## config.mk

```make
export PLATFORM = sky130hd
export DESIGN_NAME = joystick_deadzone_velocity_unit
export DESIGN_NICKNAME = d
export VERILOG_FILES = /design/src/hw/rtl/jdv_pkg.sv /design/src/hw/rtl/joystick_deadzone_velocity_unit.sv /design/src/hw/rtl/jdv_regs.sv /design/src/hw/rtl/jdv_divider.sv /design/src/hw/rtl/jdv_datapath.sv /design/src/hw/rtl/jdv_ctrl.sv
export SDC_FILE = /design/constraint.sdc
export NUM_CORES = 1
export LEC_CHECK = 0
export BUFFER_PORTS_ARGS = -buffer_cell sky130_fd_sc_hd__buf_2
export CAP_MARGIN = 10
export CORE_AREA = 5 5 253 255
export CTS_BUF_LIST = sky130_fd_sc_hd__clkbuf_4
export DETAILED_ROUTE_END_ITERATION = 10
export DIE_AREA = 0 0 258 260
export GPL_TIMING_DRIVEN = 0
export PLACE_DENSITY = 0.6
export SYNTH_ARGS = -nofsm -noshare
export SYNTH_HDL_FRONTEND = slang
export SYNTH_SLANG_ARGS = --single-unit
```

## constraint.sdc

```tcl
create_clock -name clk -period 18.56 [get_ports clk]
set_input_delay 3.712 -clock clk [delete_from_list [all_inputs] [get_ports clk]]
set_output_delay 3.712 -clock clk [all_outputs]
set_load 0.01 [all_outputs]
```

## src/hw/rtl/jdv_pkg.sv

```systemverilog
// Shared types, constants and register codes of the joystick deadzone and velocity unit.
package jdv_pkg;

  localparam int SAMPLE_BITS   = 12;
  localparam int GAIN_W        = 15;
  localparam int VEL_W         = 8;
  localparam int VEL_FRAC_BITS = 7;
  localparam int AVG_COUNT_DEF = 16;
  localparam int CFG_ADDR_W    = 4;
  localparam int CFG_DATA_W    = 32;
  localparam int PROD_W        = SAMPLE_BITS + GAIN_W;

  localparam logic [VEL_W-2:0] VEL_MAX = 7'd127;

  localparam logic [1:0] REG_DEADZONE = 2'd0;
  localparam logic [1:0] REG_GAIN     = 2'd1;
  localparam logic [1:0] REG_INV_X    = 2'd2;
  localparam logic [1:0] REG_INV_Y    = 2'd3;

  localparam logic AXIS_X   = 1'b0;
  localparam logic AXIS_Y   = 1'b1;
  localparam logic ACT_CAL  = 1'b0;
  localparam logic ACT_MEAS = 1'b1;

  typedef struct packed {
    logic                   action;
    logic [SAMPLE_BITS-1:0] x_sample;
    logic [SAMPLE_BITS-1:0] y_sample;
  } in_item_t;

  typedef struct packed {
    logic                    axis;
    logic signed [VEL_W-1:0] velocity;
    logic                    sync_last;
  } out_item_t;

  typedef struct packed {
    logic [SAMPLE_BITS-1:0] deadzone_width;
    logic [GAIN_W-1:0]      speed_gain;
    logic                   invert_x_axis;
    logic                   invert_y_axis;
  } cfg_t;

  typedef struct packed {
    logic latch;
    logic cal_acc;
    logic cal_clear;
    logic axis;
    logic div_start;
    logic ctr_load;
    logic ax_prep;
    logic ax_mul;
    logic ax_fin;
    logic emit;
  } dp_cmd_t;

  typedef struct packed {
    logic action;
    logic cal_full;
    logic div_busy;
    logic div_done;
    logic ax_skip;
    logic vel_nz_x;
    logic vel_nz_y;
    logic out_free;
  } dp_stat_t;

endpackage

```

## src/hw/rtl/joystick_deadzone_velocity_unit.sv

```systemverilog
// Top level of the joystick deadzone and velocity unit.
// Takes one X/Y sample pair per word. A calibration word adds to the per-axis sums; the
// one that closes a batch of AVG_COUNT words also loads both centers from a constant
// reciprocal multiply of the sums. A measurement word is accepted, then each axis goes
// through deflection, multiply and range check, and through the divider when the quotient
// is found one bit a cycle; the events are then handed out, waiting while the output
// register is held. Nonzero X, then nonzero Y, events leave through a registered output;
// sync_last marks the last of a pair. Write the configuration only while the unit is
// idle.
module joystick_deadzone_velocity_unit #(
  parameter int AVG_COUNT = jdv_pkg::AVG_COUNT_DEF
) (
  input  logic                           clk,
  input  logic                           rst_n,
  input  logic                           in_valid,
  output logic                           in_ready,
  input  jdv_pkg::in_item_t              in_data,
  output logic                           out_valid,
  input  logic                           out_ready,
  output jdv_pkg::out_item_t             out_data,
  input  logic                           psel,
  input  logic                           penable,
  input  logic                           pwrite,
  input  logic [jdv_pkg::CFG_ADDR_W-1:0] paddr,
  input  logic [jdv_pkg::CFG_DATA_W-1:0] pwdata,
  output logic [jdv_pkg::CFG_DATA_W-1:0] prdata,
  output logic                           pready
);
  import jdv_pkg::*;

  cfg_t     cfg;
  dp_cmd_t  dp_cmd;
  dp_stat_t dp_stat;

  jdv_regs u_regs (
    .clk     (clk),
    .rst_n   (rst_n),
    .psel    (psel),
    .penable (penable),
    .pwrite  (pwrite),
    .paddr   (paddr),
    .pwdata  (pwdata),
    .prdata  (prdata),
    .pready  (pready),
    .cfg_o   (cfg)
  );

  jdv_ctrl u_ctrl (
    .clk      (clk),
    .rst_n    (rst_n),
    .in_valid (in_valid),
    .in_ready (in_ready),
    .stat_i   (dp_stat),
    .cmd_o    (dp_cmd)
  );

  jdv_datapath #(
    .AVG_COUNT (AVG_COUNT)
  ) u_dp (
    .clk       (clk),
    .rst_n     (rst_n),
    .cfg_i     (cfg),
    .in_data   (in_data),
    .cmd_i     (dp_cmd),
    .stat_o    (dp_stat),
    .out_valid (out_valid),
    .out_ready (out_ready),
    .out_data  (out_data)
  );

  a_emit_free: assert property (@(posedge clk) disable iff (!rst_n)
    dp_cmd.emit |-> (!out_valid || out_ready))
    else $error("output register overwritten while held");

  a_div_idle: assert property (@(posedge clk) disable iff (!rst_n)
    dp_cmd.div_start |-> !dp_stat.div_busy)
    else $error("divider started while busy");

  a_one_word: assert property (@(posedge clk) disable iff (!rst_n)
    (in_valid && in_ready) |=> !in_ready)
    else $error("second word taken while one is in flight");

  a_y_follows: assert property (@(posedge clk) disable iff (!rst_n)
    (out_valid && out_ready && !out_data.sync_last) |=> (out_valid && out_data.axis))
    else $error("Y event did not follow a non-final X event");

endmodule

```

## src/hw/rtl/jdv_regs.sv

```systemverilog
// Configuration register bank behind the APB-style port.
module jdv_regs (
  input  logic                           clk,
  input  logic                           rst_n,
  input  logic                           psel,
  input  logic                           penable,
  input  logic                           pwrite,
  input  logic [jdv_pkg::CFG_ADDR_W-1:0] paddr,
  input  logic [jdv_pkg::CFG_DATA_W-1:0] pwdata,
  output logic [jdv_pkg::CFG_DATA_W-1:0] prdata,
  output logic                           pready,
  output jdv_pkg::cfg_t                  cfg_o
);
  import jdv_pkg::*;

  cfg_t       cfg_r;
  cfg_t       cfg_nxt;
  logic       wr_en;
  logic [1:0] reg_idx;

  assign pready  = 1'b1;
  assign wr_en   = psel && penable && pwrite;
  assign reg_idx = paddr[3:2];
  assign cfg_o   = cfg_r;

  always_comb begin
    cfg_nxt = cfg_r;
    if (wr_en) begin
      case (reg_idx)
        REG_DEADZONE: cfg_nxt.deadzone_width = pwdata[SAMPLE_BITS-1:0];
        REG_GAIN:     cfg_nxt.speed_gain     = pwdata[GAIN_W-1:0];
        REG_INV_X:    cfg_nxt.invert_x_axis  = pwdata[0];
        REG_INV_Y:    cfg_nxt.invert_y_axis  = pwdata[0];
        default:      cfg_nxt = cfg_r;
      endcase
    end
  end

  always_ff @(posedge clk) begin
    if (!rst_n) begin
      cfg_r.deadzone_width <= '0;
      cfg_r.speed_gain     <= GAIN_W'(127);
      cfg_r.invert_x_axis  <= 1'b0;
      cfg_r.invert_y_axis  <= 1'b0;
    end else begin
      cfg_r <= cfg_nxt;
    end
  end

  always_comb begin
    case (reg_idx)
      REG_DEADZONE: prdata = CFG_DATA_W'(cfg_r.deadzone_width);
      REG_GAIN:     prdata = CFG_DATA_W'(cfg_r.speed_gain);
      REG_INV_X:    prdata = CFG_DATA_W'(cfg_r.invert_x_axis);
      REG_INV_Y:    prdata = CFG_DATA_W'(cfg_r.invert_y_axis);
      default:      prdata = '0;
    endcase
  end

endmodule

```

## src/hw/rtl/jdv_divider.sv

```systemverilog
// Shared restoring divider, one quotient bit per cycle.
module jdv_divider #(
  parameter int DVD_W = jdv_pkg::PROD_W,
  parameter int DVS_W = jdv_pkg::SAMPLE_BITS
) (
  input  logic                               clk,
  input  logic                               rst_n,
  input  logic                               start_i,
  input  logic [DVD_W-1:0]                   dividend_i,
  input  logic [DVS_W-1:0]                   divisor_i,
  output logic [jdv_pkg::VEL_FRAC_BITS-1:0]  quot_o,
  output logic                               busy_o,
  output logic                               done_o
);
  import jdv_pkg::*;

  localparam int Q_W   = VEL_FRAC_BITS;
  localparam int DSR_W = DVS_W + Q_W - 1;
  localparam int CMP_W = (DVD_W > DSR_W) ? DVD_W : DSR_W;
  localparam int CNT_W = $clog2(Q_W);

  logic [DVD_W-1:0] rem_r, rem_nxt;
  logic [DSR_W-1:0] dsr_r, dsr_nxt;
  logic [Q_W-1:0]   q_r, q_nxt;
  logic [CNT_W-1:0] cnt_r, cnt_nxt;
  logic             busy_r, busy_nxt;
  logic             done_r, done_nxt;
  logic [CMP_W-1:0] rem_ext, dsr_ext;
  logic             ge;

  assign rem_ext = CMP_W'(rem_r);
  assign dsr_ext = CMP_W'(dsr_r);
  assign ge      = rem_ext >= dsr_ext;

  always_comb begin
    rem_nxt  = rem_r;
    dsr_nxt  = dsr_r;
    q_nxt    = q_r;
    cnt_nxt  = cnt_r;
    busy_nxt = busy_r;
    done_nxt = 1'b0;
    if (start_i) begin
      // align the divisor with the top quotient bit
      rem_nxt  = dividend_i;
      dsr_nxt  = DSR_W'(divisor_i) << (Q_W - 1);
      cnt_nxt  = CNT_W'(Q_W - 1);
      q_nxt    = '0;
      busy_nxt = 1'b1;
    end else if (busy_r) begin
      if (ge) begin
        rem_nxt = DVD_W'(rem_ext - dsr_ext);
      end
      q_nxt   = {q_r[Q_W-2:0], ge};
      dsr_nxt = dsr_r >> 1;
      cnt_nxt = cnt_r - CNT_W'(1);
      if (cnt_r == '0) begin
        busy_nxt = 1'b0;
        done_nxt = 1'b1;
      end
    end
  end

  always_ff @(posedge clk) begin
    if (!rst_n) begin
      busy_r <= 1'b0;
      done_r <= 1'b0;
    end else begin
      busy_r <= busy_nxt;
      done_r <= done_nxt;
    end
  end

  always_ff @(posedge clk) begin
    rem_r <= rem_nxt;
    dsr_r <= dsr_nxt;
    q_r   <= q_nxt;
    cnt_r <= cnt_nxt;
  end

  assign quot_o = q_r;
  assign busy_o = busy_r;
  assign done_o = done_r;

endmodule

```

## src/hw/rtl/jdv_datapath.sv

```systemverilog
// Datapath: calibration sums, centers, per-axis scaling and the output register.
module jdv_datapath #(
  parameter int AVG_COUNT = jdv_pkg::AVG_COUNT_DEF
) (
  input  logic                clk,
  input  logic                rst_n,
  input  jdv_pkg::cfg_t       cfg_i,
  input  jdv_pkg::in_item_t   in_data,
  input  jdv_pkg::dp_cmd_t    cmd_i,
  output jdv_pkg::dp_stat_t   stat_o,
  output logic                out_valid,
  input  logic                out_ready,
  output jdv_pkg::out_item_t  out_data
);
  import jdv_pkg::*;

  localparam int CNT_W   = (AVG_COUNT > 1) ? $clog2(AVG_COUNT) : 1;
  localparam int AVG_L   = $clog2(AVG_COUNT);
  localparam int SUM_W   = SAMPLE_BITS + AVG_L;
  // average as a multiply by the rounded-up reciprocal, exact over the whole sum range
  localparam int AVG_S   = SUM_W + AVG_L;
  localparam int AVG_M_W = SUM_W + 1;
  localparam int AVG_P_W = SUM_W + AVG_M_W;
  localparam longint AVG_M = ((longint'(1) << AVG_S) + longint'(AVG_COUNT) - longint'(1))
                             / longint'(AVG_COUNT);
  localparam int DW      = SAMPLE_BITS + 2;

  in_item_t               item_r;
  logic [SUM_W-1:0]       sum_x_r, sum_y_r;
  logic [CNT_W-1:0]       cnt_r;
  logic [SAMPLE_BITS-1:0] ctr_x_r, ctr_y_r;
  logic [SAMPLE_BITS-1:0] mag_r, mag_nxt;
  logic                   neg_r, neg_nxt;
  logic                   zero_r, zero_nxt;
  logic                   rnp_r, rnp_nxt;
  logic [SAMPLE_BITS-1:0] rdiv_r, rdiv_nxt;
  logic [PROD_W-1:0]      prod_r, prod_nxt;
  logic signed [VEL_W-1:0] vel_x_r, vel_y_r, vel_nxt;
  logic                   nz_x_r, nz_y_r, nz_nxt;
  logic                   out_valid_r;
  out_item_t              out_r;

  logic [SAMPLE_BITS-1:0] smp, ctr;
  logic signed [DW-1:0]   d, dzs, m, r;
  logic                   in_band;
  logic                   sat;
  logic [VEL_W-2:0]       vmag;
  logic                   cal_full;
  logic [AVG_P_W-1:0]     avg_x_prod, avg_y_prod;
  logic [SAMPLE_BITS-1:0] avg_x, avg_y;
  logic [VEL_FRAC_BITS-1:0] quot;
  logic                   div_busy, div_done;
  logic                   out_free;

  // deflection, deadzone removal and the scaling range for the selected axis
  always_comb begin
    smp      = cmd_i.axis ? item_r.y_sample : item_r.x_sample;
    ctr      = cmd_i.axis ? ctr_y_r : ctr_x_r;
    d        = signed'({2'b00, smp}) - signed'({2'b00, ctr});
    dzs      = signed'({2'b00, cfg_i.deadzone_width});
    in_band  = (d > -dzs) && (d < dzs);
    m        = (d > 0) ? (d - dzs) : (d + dzs);
    mag_nxt  = m[DW-1] ? SAMPLE_BITS'(-m) : SAMPLE_BITS'(m);
    zero_nxt = in_band || (m == '0);
    neg_nxt  = m[DW-1] ^ (cmd_i.axis ? cfg_i.invert_y_axis : cfg_i.invert_x_axis);
    r        = signed'({2'b00, ctr}) - dzs;
    rnp_nxt  = r[DW-1] || (r == '0);
    rdiv_nxt = r[SAMPLE_BITS-1:0];
  end

  assign prod_nxt = {{GAIN_W{1'b0}}, mag_r} * {{SAMPLE_BITS{1'b0}}, cfg_i.speed_gain};

  // quotient would not fit in the velocity range
  assign sat = prod_r >= {{(PROD_W-SAMPLE_BITS-VEL_FRAC_BITS){1'b0}}, rdiv_r,
                          {VEL_FRAC_BITS{1'b0}}};

  always_comb begin
    if (zero_r) begin
      vmag = '0;
    end else if (rnp_r || sat) begin
      vmag = VEL_MAX;
    end else begin
      vmag = quot;
    end
    vel_nxt = neg_r ? -signed'({1'b0, vmag}) : signed'({1'b0, vmag});
    nz_nxt  = vmag != '0;
  end

  assign cal_full   = cnt_r == CNT_W'(AVG_COUNT - 1);
  assign avg_x_prod = AVG_P_W'(sum_x_r) * AVG_P_W'(AVG_M);
  assign avg_y_prod = AVG_P_W'(sum_y_r) * AVG_P_W'(AVG_M);
  assign avg_x      = avg_x_prod[AVG_S +: SAMPLE_BITS];
  assign avg_y      = avg_y_prod[AVG_S +: SAMPLE_BITS];

  jdv_divider #(
    .DVD_W (PROD_W),
    .DVS_W (SAMPLE_BITS)
  ) u_div (
    .clk        (clk),
    .rst_n      (rst_n),
    .start_i    (cmd_i.div_start),
    .dividend_i (prod_r),
    .divisor_i  (rdiv_r),
    .quot_o     (quot),
    .busy_o     (div_busy),
    .done_o     (div_done)
  );

  // calibration state and centers
  always_ff @(posedge clk) begin
    if (!rst_n) begin
      sum_x_r <= '0;
      sum_y_r <= '0;
      cnt_r   <= '0;
      ctr_x_r <= SAMPLE_BITS'(1) << (SAMPLE_BITS - 1);
      ctr_y_r <= SAMPLE_BITS'(1) << (SAMPLE_BITS - 1);
    end else begin
      if (cmd_i.cal_acc) begin
        sum_x_r <= sum_x_r + SUM_W'(item_r.x_sample);
        sum_y_r <= sum_y_r + SUM_W'(item_r.y_sample);
        cnt_r   <= cal_full ? '0 : cnt_r + CNT_W'(1);
      end else if (cmd_i.cal_clear) begin
        sum_x_r <= '0;
        sum_y_r <= '0;
      end
      if (cmd_i.ctr_load) begin
        ctr_x_r <= avg_x;
        ctr_y_r <= avg_y;
      end
    end
  end

  always_ff @(posedge clk) begin
    if (cmd_i.latch) begin
      item_r <= in_data;
    end
    if (cmd_i.ax_prep) begin
      mag_r  <= mag_nxt;
      neg_r  <= neg_nxt;
      zero_r <= zero_nxt;
      rnp_r  <= rnp_nxt;
      rdiv_r <= rdiv_nxt;
    end
    if (cmd_i.ax_mul) begin
      prod_r <= prod_nxt;
    end
    if (cmd_i.ax_fin) begin
      if (cmd_i.axis == AXIS_Y) begin
        vel_y_r <= vel_nxt;
        nz_y_r  <= nz_nxt;
      end else begin
        vel_x_r <= vel_nxt;
        nz_x_r  <= nz_nxt;
      end
    end
    if (cmd_i.emit) begin
      out_r.axis      <= cmd_i.axis;
      out_r.velocity  <= (cmd_i.axis == AXIS_Y) ? vel_y_r : vel_x_r;
      out_r.sync_last <= (cmd_i.axis == AXIS_Y) || !nz_y_r;
    end
  end

  assign out_free = !out_valid_r || out_ready;

  always_ff @(posedge clk) begin
    if (!rst_n) begin
      out_valid_r <= 1'b0;
    end else if (cmd_i.emit) begin
      out_valid_r <= 1'b1;
    end else if (out_ready) begin
      out_valid_r <= 1'b0;
    end
  end

  assign out_valid = out_valid_r;
  assign out_data  = out_r;

  always_comb begin
    stat_o.action   = in_data.action;
    stat_o.cal_full = cal_full;
    stat_o.div_busy = div_busy;
    stat_o.div_done = div_done;
    stat_o.ax_skip  = zero_r || rnp_r || sat;
    stat_o.vel_nz_x = nz_x_r;
    stat_o.vel_nz_y = nz_y_r;
    stat_o.out_free = out_free;
  end

endmodule

```

## src/hw/rtl/jdv_ctrl.sv

```systemverilog
// Controller state machine: sequences calibration, averaging, per-axis scaling and output.
module jdv_ctrl (
  input  logic               clk,
  input  logic               rst_n,
  input  logic               in_valid,
  output logic               in_ready,
  input  jdv_pkg::dp_stat_t  stat_i,
  output jdv_pkg::dp_cmd_t   cmd_o
);
  import jdv_pkg::*;

  typedef enum logic [8:0] {
    S_IDLE     = 9'b000000001,
    S_CAL      = 9'b000000010,
    S_AVG      = 9'b000000100,
    S_AX_PREP  = 9'b000001000,
    S_AX_MUL   = 9'b000010000,
    S_AX_CHK   = 9'b000100000,
    S_AX_WAIT  = 9'b001000000,
    S_EMIT_X   = 9'b010000000,
    S_EMIT_Y   = 9'b100000000
  } state_t;

  state_t state_r, state_nxt;
  logic   axis_r, axis_nxt;

  always_comb begin
    state_nxt = state_r;
    axis_nxt  = axis_r;
    cmd_o     = '0;
    cmd_o.axis = axis_r;
    in_ready  = 1'b0;
    case (state_r)
      S_IDLE: begin
        in_ready = 1'b1;
        if (in_valid) begin
          cmd_o.latch = 1'b1;
          axis_nxt    = AXIS_X;
          state_nxt   = (stat_i.action == ACT_CAL) ? S_CAL : S_AX_PREP;
        end
      end
      S_CAL: begin
        cmd_o.cal_acc = 1'b1;
        state_nxt     = stat_i.cal_full ? S_AVG : S_IDLE;
      end
      S_AVG: begin
        // load both centers from the closed sums and restart the sums
        cmd_o.ctr_load  = 1'b1;
        cmd_o.cal_clear = 1'b1;
        state_nxt       = S_IDLE;
      end
      S_AX_PREP: begin
        cmd_o.ax_prep = 1'b1;
        state_nxt     = S_AX_MUL;
      end
      S_AX_MUL: begin
        cmd_o.ax_mul = 1'b1;
        state_nxt    = S_AX_CHK;
      end
      S_AX_CHK: begin
        if (stat_i.ax_skip) begin
          cmd_o.ax_fin = 1'b1;
          axis_nxt     = AXIS_Y;
          state_nxt    = (axis_r == AXIS_Y) ? S_EMIT_X : S_AX_PREP;
        end else begin
          cmd_o.div_start = 1'b1;
          state_nxt       = S_AX_WAIT;
        end
      end
      S_AX_WAIT: begin
        if (stat_i.div_done) begin
          cmd_o.ax_fin = 1'b1;
          axis_nxt     = AXIS_Y;
          state_nxt    = (axis_r == AXIS_Y) ? S_EMIT_X : S_AX_PREP;
        end
      end
      S_EMIT_X: begin
        cmd_o.axis = AXIS_X;
        if (!stat_i.vel_nz_x) begin
          state_nxt = S_EMIT_Y;
        end else if (stat_i.out_free) begin
          cmd_o.emit = 1'b1;
          state_nxt  = S_EMIT_Y;
        end
      end
      S_EMIT_Y: begin
        cmd_o.axis = AXIS_Y;
        if (!stat_i.vel_nz_y) begin
          state_nxt = S_IDLE;
        end else if (stat_i.out_free) begin
          cmd_o.emit = 1'b1;
          state_nxt  = S_IDLE;
        end
      end
      default: begin
        state_nxt = S_IDLE;
      end
    endcase
  end

  always_ff @(posedge clk) begin
    if (!rst_n) begin
      state_r <= S_IDLE;
      axis_r  <= AXIS_X;
    end else begin
      state_r <= state_nxt;
      axis_r  <= axis_nxt;
    end
  end

endmodule

```

# Yosys cells after proc, flatten, opt, wreduce, memory -nomap -nowiden
# Cells that the tools add are included.
dict set report word_totals {
  input_bits 68
  output_inout_bits 45
  elab_cells 163
  register_bits 263
}
dict set report classes {
  n_mux 57
  eq_ne 18
  mul 1
  reduce_logical 32
  add_sub_neg 12
  n_lt_le_gt_ge 5
  bitwise_logic 4
}
# cell n
set op_table {}
lappend op_table {{$pmux W32 S4} 1}
lappend op_table {{$mux W27} 3}
lappend op_table {{$pmux W9 S8} 1}
lappend op_table {{$mux W9} 7}
lappend op_table {{$mux W16} 3}
lappend op_table {{$mux W12} 3}
lappend op_table {{$mux W18} 2}
lappend op_table {{$add A16 B12 Y16} 2}
lappend op_table {{$logic_not A14 Y1} 2}
lappend op_table {{$ge A27 B18 Y1} 1}
lappend op_table {{$ge A27 B19 Y1} 1}
lappend op_table {{$mul A12 B15 Y27} 1}
lappend op_table {{$sub A27 B18 Y27} 1}
lappend op_table {{$sub A12 B12 Y13} 2}
lappend op_table {{$mux W1} 24}
lappend op_table {{$mux W8} 3}
lappend op_table {{$add A13 B13 Y14} 1}
lappend op_table {{$gt A13 B14 Y1} 1}
lappend op_table {{$mux W14} 1}
lappend op_table {{$mux W7} 2}
lappend op_table {{$neg A12 Y14} 1}
lappend op_table {{$reduce_and A2 Y1} 7}
lappend op_table {{$sub A13 B13 Y14} 1}
lappend op_table {{$gt A13 B1 Y1 const B} 1}
lappend op_table {{36 further kinds} 57}

# Depth between registers and ports, before layout
dict set report logic_depth {
  depth_word 8
  ltp_mapped 28
}

# Modules after synthesis
# Synthesis repeated with hierarchy kept, for this count alone.
dict set report hier_totals {
  hier_cells 2410
  area_unflattened_um2 22377.7
}
# mod cells_per_inst seq_area_each_um2 area_per_inst_um2 n_inst
set modules_own_cells {}
lappend modules_own_cells {jdv_datapath 1743 4404.2 16429.5 1}
lappend modules_own_cells {jdv_divider 402 1531.5 3667.3 1}
lappend modules_own_cells {jdv_regs 173 580.6 1554.0 1}
lappend modules_own_cells {jdv_ctrl 92 200.2 726.9 1}

# Worst setup path before layout
# Ideal clock, no wire load.
dict set report synth_timing {
  path_kind {input to output}
  start {input port paddr[2] (netlist name)}
  end {output port prdata[10] (netlist name)}
  t_required_ps 14848
  arrival_time_ps 4745
  setup_slack_ps 10103
  path_stages 4
  cell_sequence {clkbuf_1 buf_1 mux2i_1 nor2_1}
}
dict set report synth_via {
  elab_chain_len 2
  elab_cells_between_ends 5
  cone_classes {eq/ne (3); mux (1); reduce/logical (1)}
}
# item line
set synth_lines {}
lappend synth_lines {{start: declaration} joystick_deadzone_velocity_unit.sv:24} ;# input logic [jdv_pkg::CFG_ADDR_W-1:0] paddr,
lappend synth_lines {{$eq A2 B2 Y1, or another cell as far along} jdv_regs.sv:51} ;# case (reg_idx)
lappend synth_lines {{$pmux W32 S4 (*)} jdv_regs.sv:51}
lappend synth_lines {{end: declaration} joystick_deadzone_velocity_unit.sv:26} ;# output logic [jdv_pkg::CFG_DATA_W-1:0] prdata,
# Every way passes the cells marked *; elsewhere a longest branch is shown, timed or not. The select of a mux whose other input is x is not followed.

# Worst setup path after layout
dict set report layout_timing {
  start {input port paddr[2] (netlist name)}
  end {output port prdata[8] (netlist name)}
}
# Same word-level chain as after synthesis.

==> results.sh <==
export IMPL_ys_seq_area_frac=0.316
export IMPL_synthDistinctLibCells=84
export IMPL_detail_route_wirelength_mm=55.6
export IMPL_crit_required_ns=14.85
export IMPL_clk_latency_ns=0.76
export IMPL_hold_viol_final=0
export IMPL_wire_per_inst_um=16.6
export IMPL_detail_route_first_pass_iterations=5
export IMPL_clock_sinks=263
export IMPL_antenna_found_initial=2
export IMPL_drc=0
export IMPL_cp_slowest_stage_delay_ns=0.56
export IMPL_dp_hpwl_mm=44.8
export IMPL_crit_buf_inv=3
export IMPL_post_cts_buffers=0
export IMPL_peakVddDrop_mv=0.0545
export IMPL_dpl_worst_slack_ns=9.75
export IMPL_slew_viol_final=0
export IMPL_synthFlopType="edfxtp_1"
export IMPL_synthArstFlopShare=0
export IMPL_worst_pin_slew_ns=1.09
export IMPL_hp_class="flip-flop to flip-flop"
export IMPL_setup_viol=0
export IMPL_synth_edff_count=145
export IMPL_synthTopCellsByArea="edfxtp_1 20%, fa_1 13%, dfxtp_1 11%"
export IMPL_coreArea_sq_um=61400
export IMPL_ioPinCount=113
export IMPL_die_w_um=258
export IMPL_routed_wl_met2_mm=27.5
export IMPL_track_usage=0.164
export IMPL_met1_length_mm=23.6
export IMPL_crit_family="buffers and inverters"
export IMPL_cp_slowest_cell="buf_1"
export IMPL_most_common_layout_cells="385 x nand2_1, 261 x inv_1, 188 x ha_1, 145 x edfxtp_1, 137 x fa_1"
export IMPL_drv_cap=0
export IMPL_gp_congestion=0.879
export IMPL_synth_top_area_share=0.205
export IMPL_drt_iter0_markers=960
export IMPL_synth_top_cell_by_area="edfxtp_1"
export IMPL_worstPathMaxFanout=10
export IMPL_initial_core_util=0.347
export IMPL_fin_ws_ns=9.75
export IMPL_portBuffers=72
export IMPL_die_y_um=260
export IMPL_h_tree_depth=3
export IMPL_avgSynthCellArea_sq_um=9.12
export IMPL_end_kind="output pin"
export IMPL_cp_cell_sequence="clkbuf_1, buf_1, mux2i_1, nor2_1, buf_2"
export IMPL_crit_arrival_ns=5.10
export IMPL_cts_buffers=74
export IMPL_layout_drive_gt1_share=0.100
export IMPL_die_area_sq_um=67100
export IMPL_clkTransAtPathRegs_ns=0.05
export IMPL_vias=16800
export IMPL_nets=2896
export IMPL_post_route_period_util=0.475
export IMPL_synth_seq_cells=263
export IMPL_p_leak_nw=10.4
export IMPL_met3_length_mm=2.27
export IMPL_area_growth_pct=11.5
export IMPL_antenna_left=0
export IMPL_globalRoute_totalOverflow=0
export IMPL_rsz0062_at_grt="false"
export IMPL_grt_max_degree=28
export IMPL_startpoint_type="input port"
export IMPL_yosys_warnings=0
export IMPL_period_needed_ns=8.81
export IMPL_tns_ns=0
export IMPL_synth_cells=2334
export IMPL_clockRootBuffer="clkbuf_4"
export IMPL_grt_pass1_wl_mm=89.4
export IMPL_hold_buffers=0
export IMPL_final_setup_skew_ns=0.0483
export IMPL_via_per_inst=5.03
export IMPL_syn_area_sq_um=21300
export IMPL_highest_layer="met4"
export IMPL_tritoncts="built"
export IMPL_relSlewSlack=0.270
export IMPL_cts_max_path_buffers=3
export IMPL_final_common_cell="nand2_1"
export IMPL_critPathKind="input port to output pin"
export IMPL_grt_pass1_vias=17300
export IMPL_power_density_nw_per_um2=79.3
export IMPL_status="finished, final reports clean"
export IMPL_max_freq_mhz=114
export IMPL_ctsResizeCount=0
export IMPL_rows=91
## Yosys cell counts, drive strengths merged, types with 44 or more instances
cell	n
a21boi	54
edfxtp	145
nand3	44
o21ai	80
nor2	128
fa	137
mux2i	47
dfxtp	118
nand2	385
inv	261
ha	188
xnor2	78
nor2b	49
a21oi	81
clkbuf	81
and2	83
## sequential cells by signal, summed over array words and instances (netlist names), 3 cells and up
| signal | cells |
|---|---|
| u_regs.cfg_o | 29 |
| u_dp.prod_r | 27 |
| u_dp.u_div.rem_ext | 27 |
| u_dp.item_r | 24 |
| u_dp.u_div.dsr_r | 18 |
| u_dp.sum_x_r | 16 |
| u_dp.sum_y_r | 16 |
| u_dp.ctr_x_r | 12 |
| u_dp.ctr_y_r | 12 |
| u_dp.mag_r | 12 |
| u_dp.rdiv_r | 12 |
| u_dp.out_data | 10 |
| u_ctrl.state_r | 9 |
| u_dp.vel_x_r | 8 |
| u_dp.vel_y_r | 8 |
| u_dp.u_div.quot_o | 7 |
| u_dp.cnt_r | 4 |
| u_dp.u_div.cnt_r | 3 |
## cells by family after synthesis
logic type,after synthesis,share of synthesized area
AND/OR/NAND/NOR,832,0.183
AO/OA/AOI/OAI,385,0.122
buffers and inverters,367,0.0684
adder cells (fa/ha/maj),325,0.239
flip-flops,263,0.316
XOR/XNOR,109,0.0459
multiplexers,51,0.0249
other,2,0.000353
## layer usage
metal,track usage,vias to the layer above
li1,-,8177
met3,0.0253,117
met2,0.288,394
met4,0.0705,0
met5,0,-
met1,0.200,8161
## stage by stage
step	hold slack (ns)	instance area [sq um]	std cells	util	total power, mW
floorplan	0.441	21300	2350	-	1.20
global placement	0.455	22700	3212	0.370	1.35
detailed placement	0.456	22800	3215	0.371	1.36
CTS	0.466	23700	3346	0.387	1.91
global route	0.489	23700	3350	0.387	2.02
finish	0.464	23700	3350	0.387	1.88
## final cells by class
class	count	area (sq um)
sequential	263	6720
inverter	261	980
buffer	106	477
antenna	2	5.00
timing repair buffer	77	420
clock buffer	110	826
multi-input combinational	1720	13200
clock inverter	21	119
fill	6211	37600
tap	790	988
## tightest hold or removal path: cells and delay by family, from the launching register on
family	cells	cell delay (ns)
DFF	1	0.31
and+or+nand+nor	1	0.05
AOI/OAI and AO/OA	1	0.06
## worst paths after layout
kind	from	endpoint	slack (ns)	cells after the start
min	u_dp.ctr_y_r[3]	u_dp.ctr_y_r[3]	0.46	2
min reg2reg	u_dp.ctr_y_r[3]	u_dp.ctr_y_r[3]	0.46	2
max	paddr[2]	prdata[8]	9.75	5
max reg2reg	u_ctrl.state_r[2]	u_dp.mag_r[9]	10.45	27
## power by group
group          leakage (nW)  internal, mW  switching, mW  total, mW
clock network         0.562         0.286          0.248      0.533
registers              2.27         0.657         0.0133      0.671
logic                  7.59         0.294          0.386      0.679
total                  10.4          1.24          0.647       1.88
(Power assumes the default switching activity.)
